<file path="config.mk">
export PLATFORM = sky130hd
export DESIGN_NAME = tff_merge
export DESIGN_NICKNAME = d
export VERILOG_FILES = /design/src/hdl/trajectory_feedforward_assert.svh /design/src/hdl/tff_pkg.sv /design/src/hdl/tff_merge.sv
export SDC_FILE = /design/constraint.sdc
export NUM_CORES = 1
export LEC_CHECK = 0
export BUFFER_PORTS_ARGS = -buffer_cell sky130_fd_sc_hd__buf_2
export CORE_ASPECT_RATIO = 1.5
export CORE_UTILIZATION = 40
export CTS_CLUSTER_DIAMETER = 60
export DETAILED_ROUTE_END_ITERATION = 12
export GPL_ROUTABILITY_DRIVEN = 0
export HOLD_SLACK_MARGIN = 0.12
export PLACE_DENSITY = 0.76
export SYNTH_ARGS = -nofsm -noshare
export SYNTH_HDL_FRONTEND = slang
export SYNTH_SLANG_ARGS = --single-unit
export TNS_END_PERCENT = 10
</file>
<file path="constraint.sdc">
create_clock -name clk -period 0.8 [get_ports clk]
set_input_delay 0.12 -clock clk [delete_from_list [all_inputs] [get_ports clk]]
set_output_delay 0.12 -clock clk [all_outputs]
set_load 0.02 [all_outputs]
</file>
<file path="src/hdl/trajectory_feedforward_assert.svh">
// assertion macros for the trajectory feedforward block
// expects clk and arst_n in the scope where the macros are used
`ifndef TRAJECTORY_FEEDFORWARD_ASSERT_SVH
`define TRAJECTORY_FEEDFORWARD_ASSERT_SVH

// same-cycle implication
`define TFF_ASSERT_IMP(label, ante, cons, msg) \
	label: assert property (@(posedge clk) disable iff (!arst_n) (ante) |-> (cons)) \
		else $error(msg);

// next-cycle implication
`define TFF_ASSERT_NXT(label, ante, cons, msg) \
	label: assert property (@(posedge clk) disable iff (!arst_n) (ante) |=> (cons)) \
		else $error(msg);

`endif

</file>
<file path="src/hdl/tff_pkg.sv">
// shared types and constants of the trajectory feedforward block
// no dependencies
`default_nettype none

package tff_pkg;

	localparam int NAX      = 2;
	localparam int AXES_DEF = 2;
	localparam int SP_W     = 32;
	localparam int PER_W    = 16;
	localparam int DIV_W    = 55;
	localparam int ACC_W    = 88;
	localparam int MAC_STEPS = 6;
	localparam int CNT_W    = $clog2(DIV_W);

	typedef enum logic [1:0] {
		STAT_OK       = 2'd0,
		STAT_ZERO_PER = 2'd1,
		STAT_SAT      = 2'd2
	} status_t;

	typedef enum logic [2:0] {
		CFG_POS_AX0 = 3'd0,
		CFG_VEL_AX0 = 3'd1,
		CFG_ACC_AX0 = 3'd2,
		CFG_POS_AX1 = 3'd3,
		CFG_VEL_AX1 = 3'd4,
		CFG_ACC_AX1 = 3'd5
	} cfg_idx_t;

	typedef struct packed {
		logic start;
		logic clear;
		logic take;
	} lane_ctl_t;

	typedef struct packed {
		logic                   done;
		logic                   sat;
		logic signed [SP_W-1:0] drive;
	} lane_stat_t;

	function automatic logic [SP_W-1:0] mag32(input logic signed [SP_W-1:0] v);
		return v[SP_W-1] ? SP_W'(-v) : SP_W'(v);
	endfunction

endpackage

`default_nettype wire

</file>
<file path="src/hdl/tff_merge.sv">
// merging stage: gathers the lane results into the output register
// uses tff_pkg
`default_nettype none

module tff_merge (
	input  wire logic                clk,
	input  wire logic                arst_n,
	input  wire logic                load,
	input  wire logic                zero,
	input  wire tff_pkg::lane_stat_t stat [tff_pkg::NAX],
	input  wire logic                m_tready,
	output logic                     m_tvalid,
	output logic [tff_pkg::NAX*32-1:0] m_tdata,
	output logic [1:0]               m_tuser,
	output logic                     can_load
);

	logic                         valid_q;
	logic [tff_pkg::NAX*32-1:0]   data_q;
	tff_pkg::status_t             user_q;
	logic [tff_pkg::NAX*32-1:0]   data_d;
	logic                         any_sat;

	always_comb begin
		data_d  = '0;
		any_sat = 1'b0;
		for (int a = 0; a < tff_pkg::NAX; a++) begin
			data_d[a*32 +: 32] = stat[a].drive;
			any_sat = any_sat | stat[a].sat;
		end
	end

	assign can_load = !valid_q || m_tready;

	always_ff @(posedge clk or negedge arst_n) begin
		if (!arst_n) begin
			valid_q <= 1'b0;
		end else if (load) begin
			valid_q <= 1'b1;
		end else if (m_tready) begin
			valid_q <= 1'b0;
		end
	end

	always_ff @(posedge clk) begin
		if (load) begin
			if (zero) begin
				data_q <= '0;
				user_q <= tff_pkg::STAT_ZERO_PER;
			end else begin
				data_q <= data_d;
				user_q <= any_sat ? tff_pkg::STAT_SAT : tff_pkg::STAT_OK;
			end
		end
	end

	assign m_tvalid = valid_q;
	assign m_tdata  = data_q;
	assign m_tuser  = user_q;

endmodule

`default_nettype wire

</file>
## Word level (Yosys, flattened, before mapping)

Index checks and enable logic that the tools add are counted.

- Register bits after elaboration: 67
- Bits in latches: 0
- Memory bits (writable): 0
- Memory bits (read-only): 0
- Bits of input ports: 73
- Output and inout port bits: 68
- Logic and storage cells: 10
- Memories kept: 0

- $add $sub $neg: 0
- Multiply operators: 0
- Divide/modulo/power cells: 0
- $lt $le $gt $ge: 0
- Equality and inequality tests: 0
- Shift-type cells: 0
- Muxes and demuxes: 3
- Bitwise gates (word level): 1
- Reduce and logical (&&, ||, !) cells: 3

Operator list:

| cell | number |
|---|---|
| 1-bit 2-to-1 mux | 2 |
| 2-bit 2-to-1 mux | 1 |
| 2-bit nonzero test | 1 |
| 1-bit logical NOT | 1 |
| 1-bit logical OR | 1 |
| 1-bit OR | 1 |

## Logic depth before layout (Yosys ltp)

Gate-level depths: netlist of run 1.

- Depth after elaboration: 2
- Gate-level depth with buffers: 3

## Worst setup path after synthesis of run 1

No wires, ideal clock.

- Kind: register -> register
- From: register, netlist name m_tvalid
- To: register valid_q, in the netlist m_tvalid
- Library setup time: 128 ps
- Arrival time: 733 ps
- Required time: 672 ps
- Slack: -61 ps
- Cell stages (with the launch flop): 3
- Period minus slack after synthesis: 861 ps
- Cells stage by stage: dfrtp_1 nand2b_1 nand2b_1

RTL lines:

| item | RTL line | RTL |
|---|---|---|
| end signal, assigned | tff_merge.sv:37 | `valid_q <= 1'b0;` |
| end signal, assigned | tff_merge.sv:39 | `valid_q <= 1'b1;` |
| end signal, assigned | tff_merge.sv:41 | `valid_q <= 1'b0;` |
| end, declared | tff_merge.sv:18 | `logic valid_q;` |

## Worst setup path in the final report of run 1

- From: register valid_q, in the netlist m_tvalid
- To: output can_load

- Longest elaborated chain between the ends: 2

RTL lines:

| item | RTL line | RTL |
|---|---|---|
| 1-bit logical NOT | tff_merge.sv:33 | `assign can_load = !valid_q \|\| m_tready;` |
| 1-bit logical OR | tff_merge.sv:33 |  |
| end, declared | tff_merge.sv:15 | `output logic can_load` |

No other way between the ends.

==> results.cfg, run 1 <==
[clocking]
numCtsBuffers = 9
clock_latency_ns = 0.32
htree_levels = 3
clkTransAtPathRegs_ns = 0.06
clockBufferDepth = 2
root_buffer = clkbuf_8
cts.sinks = 67
cts_tree = done

[floorplanning]
start_util = 0.4170
core-area_sq_um = 6175
rows = 35
fp.dieH_um = 100.3
ios = 141
die_w_um = 67.51
dieArea_sq_um = 6769

[outcome]
outcome = finished with violations
violations = setup timing

[placement]
dp.cells = 352
dpl.hpwl_mm = 3.696
dp_slack_ns = -0.04006
port_buffers = 138

[route]
remaining_drc_errors = 0
wl_per_cell_um = 15.96
vias = 1908
viasPerCell = 4.576
wirelength_mm = 6.656
drtAntennaViolNets = 0
drtPass1Iterations = 4
first_iter_violations = 142

[finish]
multi_input_area_sq_um = 510.5
layout.nets = 411
seqCellArea_sq_um = 2007
utilization = 0.6815
fin_cells = 417
drive_gt1_frac = 0.5569
fillers = 406
diodes = 0
area_growth_pct = 63.41

[sta]
max_freq_mhz = 932.2
drv_slew = 0
finalClockSkew_ns = 0
timing_hold_violations_final = 0
finalSetupViolations = 77
tightest_slew_ns = 0.1895
slew_headroom = 0.8737
rsz0062_at_grt = yes
worst_slack_ns = -0.2727
final.setup.tns_ns = -12.16
fin_crit_sh = 1.341
final.min_clock_period_ns = 1.073

[power]
leakage_nw = 2.016
total_power_mw = 8.341
power_density_nw_per_um2 = 1982
ir_drop_uv = 1404

[flow_run]
drv_cap = 0

[yosys]
syn_inst = 142
ys.flop_type = edfxtp_1
synth_top_area_cell = edfxtp_1
syn_area_sq_um = 2575
async_flop_share = 0.01493
ys_types = 8
yosys-top-cells-area = edfxtp_1, nor2b_2, nor2b_1, buf_6, dfrtp_1
syn_nets = 215
synth_common_cells = edfxtp_1, nor2b_1, nor2b_2, buf_6
synth_top_area_frac = 0.7697
synth_edf_count = 66
ys_ff_latch = 67
syn_avg_cell_area_sq_um = 18.13
ys.warnings.count = 0
ys_seq_area_frac = 0.7794
synth.most_common_cell = edfxtp_1

[setup_path]
crit_buf_inv = 1
end_kind = output pin
cp_slowest_cell = dfrtp_1
crit_chain = nand2b_4, buf_6
cp_top_family = flip-flops
crit_required_ns = 0.68
cp-start-kind = register
crit_type = reg -> out
cp.arrival_ns = 0.95
max_stage_delay_ns = 0.42
cp_max_fo = 2

[worst_hold_path]
hold_path_class = in -> reg

[grt]
grt_pass1_vias = 1969
grt-ovfl-total = 0
grt_pass1_wl_mm = 9.142
track_usage = 0.1935
antenna_found_initial = 0
grt_max_degree = 35
==> flip-flops by register name, indices dropped and copies added, names as in the netlist <==
register  count
m_tuser       2
m_tdata      64
m_tvalid      1
==> power by group <==
part           switching [mW]  internal (mW)  leakage, nW  total (mW)
registers              0.0771           4.16        0.647        4.24
clock network            1.17           1.52       0.0974        2.69
logic                   0.731          0.685         1.27        1.42
==> through the flow <==
step	cell area (sq um)	hold WS (ns)
detailed placement	3393	-0.1028
finish	4208	0.08376
floorplan	2582	-0.1756
global placement	3393	-0.1035
CTS	4063	0.06887
global route	4208	0.07545
==> cell type report <==
cell class              instances  share of cell area
well taps                      74             0.02200
clock buffers                  13             0.03539
multi-input cells              68              0.1213
repair buffers                192              0.3348
flip-flops and latches         67              0.4770
clock inverters                 3            0.009515
==> cells by family after synthesis <==
group                  count (synthesis)  synth area share
and+or+nand+nor                       68            0.1924
DFF                                   67            0.7794
buffers and inverters                  7           0.02818
==> layout by cell type, fill, tap and decap left out <==
cell and count:
buf_4 2, clkinv_2 2, nor2b_2 29, dfrtp_1 1, dlymetal6s4s_1 30, nor2_2 1, buf_6 10, edfxtp_1 66
nand2b_4 1, bufinv_16 1, nor2_1 1, buf_12 5, clkbuf_8 10, nor2b_4 1, clkbuf_1 3, nand2b_1 1
buf_2 129, dlygate4sd3_1 16, nor2b_1 34
==> what timing repair did <==
item,4_1_cts,5_1_grt
gates resized for setup,4,49
setup endpoints to repair,68,105
hold buffers,46,1
setup buffers,1,1
hold endpoints to repair,64,20
==> per-layer routing <==
metal / vias to the layer above / wire length (um) / GRT usage / part of all wire
li1: 885 / - / - / -
met2: 111 / 3790 / 0.3549 / 0.57
met1: 892 / 2092 / 0.1781 / 0.31
met5: - / 0 / 0 / 0
met3: 20 / 592 / 0.07159 / 0.089
met4: 0 / 181 / 0.09329 / 0.027
==> final timing paths <==
check	to	from	slack [ns]	cells after the start
max	can_load	m_tvalid	-0.27	2
min reg2reg	m_tvalid	m_tvalid	0.79	4
max reg2reg	m_tvalid	m_tvalid	-0.07	4
max in group asynchronous	m_tvalid	arst_n	0.06	3
min	m_tdata[41]	stat[9]	0.08	2
min in group asynchronous	m_tvalid	arst_n	0.64	3
Note: power is estimated with default switching activity, not from simulation.
==> inputs of run 2 (changes only) <==
Settings changed: ABC_AREA set to 1.
==> results.cfg, run 2 <==
[outcome]
outcome = finished with violations
violations = setup timing

[yosys]
ys_ff_latch = 67
ys.warnings.count = 0
synth_top_area_frac = 0.7674
synthXorXnorAreaFrac = 0
syn_inst = 208
synth-simple-area-share = 0.09884
syn_nets = 281
ys_types = 7
syn_area_sq_um = 2582
synth.area.mux_share = 0
yosys-top-cells-area = edfxtp_1, inv_1, nor2_1, buf_6, dfrtp_1
ys_seq_area_frac = 0.7771
synth_top_area_cell = edfxtp_1
ys.flop_type = edfxtp_1
syn_avg_cell_area_sq_um = 12.42
async_flop_share = 0.01493
synth_edf_count = 66
synth_top_family_by_area = buffers and inverters
synth_compound_area_frac = 0
synth_common_cells = edfxtp_1, inv_1, nor2_1, buf_6, nand2_1
synthAdderAreaFrac = 0

[power]
leakage_nw = 2.135
power_density_nw_per_um2 = 1954
ir_drop_uv = 1066
total_power_mw = 8.446

[setup_path]
max_stage_delay_ns = 0.41
crit_type = reg -> out
cp_slowest_cell = dfrtp_1
cp.arrival_ns = 0.95
cp_max_fo = 2
crit_required_ns = 0.68
crit_path_end = can_load
reg2reg_depth = 3
r2r_slack_ns = 0.04
rr_startpoint = m_tvalid
crit_chain = nand2_2, buf_6
rr_endpoint = m_tvalid
end_kind = output pin
cp-start-kind = register
setup.worst_path.start = m_tvalid

[sta]
finalSetupViolations = 70
timing_hold_violations_final = 0
fin_crit_sh = 1.336
finalClockSkew_ns = 0
slew_headroom = 0.8661
worst_slack_ns = -0.2686
max_freq_mhz = 935.8
final.setup.tns_ns = -13.00
tightest_slew_ns = 0.2008
rsz0062_at_grt = yes
drv_slew = 0
final.min_clock_period_ns = 1.069

[floorplanning]
ios = 141
start_util = 0.4182
dieArea_sq_um = 6788
die_w_um = 67.61
core-area_sq_um = 6175
fp.dieH_um = 100.4
rows = 35

[route]
drtPass1Iterations = 4
remaining_drc_errors = 0
wl_per_cell_um = 13.92
viasPerCell = 4.335
drtAntennaViolNets = 0
wirelength_mm = 6.976
first_iter_violations = 169
vias = 2172

[placement]
dpl.hpwl_mm = 3.762
dp_slack_ns = -0.04953
dp.cells = 418
place_area_sq_um = 3383
port_buffers = 138

[grt]
track_usage = 0.2036
grt_pass1_vias = 2203
antenna_found_initial = 0
grt_max_degree = 38
grt-ovfl-total = 0
grt_pass1_wl_mm = 9.825

[finish]
area_growth_pct = 67.34
fin_cells = 501
diodes = 0
final_cell_mix = buf_2, nor2_1, edfxtp_1
drive_gt1_frac = 0.3794
layout.nets = 495
final_common_cell = buf_2
seqCellArea_sq_um = 2007
largest_reg_flops = 64
final_area_sq_um = 4322
multi_input_area_sq_um = 257.7
fillers = 421

[clocking]
clockBufferDepth = 2
root_buffer = clkbuf_8
htree_levels = 3
clkTransAtPathRegs_ns = 0.08
cts.sinks = 67
clock_latency_ns = 0.34
numCtsBuffers = 9
cts_tree = done

[flow_run]
drv_cap = 0

[worst_hold_path]
hold_path_class = in -> reg
[run 2: layout make-up]
type	instances	area share
clock buffer	10	0.02953
sequential	67	0.4644
multi-input combinational	68	0.05964
inverter	66	0.05732
clock inverter	6	0.01534
tap	74	0.02142
timing repair buffer	210	0.3523
[run 2: logic make-up (layout without fill, tap and decap cells)]
logic type / after synthesis / after routing
buffers and inverters: 73 / 292
flip-flops: 67 / 67
AND/OR/NAND/NOR: 68 / 68
[run 2: critical path, delay by kind of cell, from the launching register on]
kind	cells	cell delay, ns
simple gates	1	0.08
flops	1	0.41
buf+inv	1	0.12
[run 2: how the worst min path moves through the flow]
stage              from         end  slack, ns  depth (start not counted)
4_1_cts        stat[32]  m_tuser[1]       0.07                          3
3_5_place_dp     arst_n    m_tvalid      -0.10                          1
6_report       stat[66]  m_tuser[1]       0.09                          3
5_1_grt        stat[66]  m_tuser[1]       0.13                          3
2_1_floorplan    arst_n    m_tvalid      -0.18                          0
3_3_place_gp     arst_n    m_tvalid      -0.11                          1
[run 2: per-stage QoR]
step,hold slack (ns),util
after floorplan,-0.1756,-
after CTS,0.07375,0.6906
after global placement,-0.1052,0.5479
final,0.08870,0.6999
after detailed placement,-0.1050,0.5479
after global routing,0.1276,0.6999
[run 2: repair_timing]
item / CTS / global route
gates resized for setup: 6 / 21
setup endpoints to repair: 68 / 73
buffers inserted: 1 / 0
hold buffers: 66 / 0
cloned: 0 / 0
pin swaps: 1 / 0
hold endpoints to repair: 67 / 0
[run 2: power breakdown]
| part | internal [mW] | leakage [nW] | switching (mW) |
|---|---|---|---|
| logic | 0.669 | 1.40 | 0.783 |
| registers | 4.16 | 0.647 | 0.0822 |
| clock network | 1.44 | 0.0885 | 1.31 |
| total | 6.27 | 2.14 | 2.18 |
[run 2: per-layer routing]
| metal | up-vias | track usage | wire length (um) |
|---|---|---|---|
| li1 | 1049 | - | - |
| met1 | 1003 | 0.2038 | 2388 |
| met2 | 102 | 0.3625 | 3935 |
| met3 | 18 | 0.04432 | 444 |
| met4 | 0 | 0.1309 | 208 |
| met5 | - | 0 | 0 |
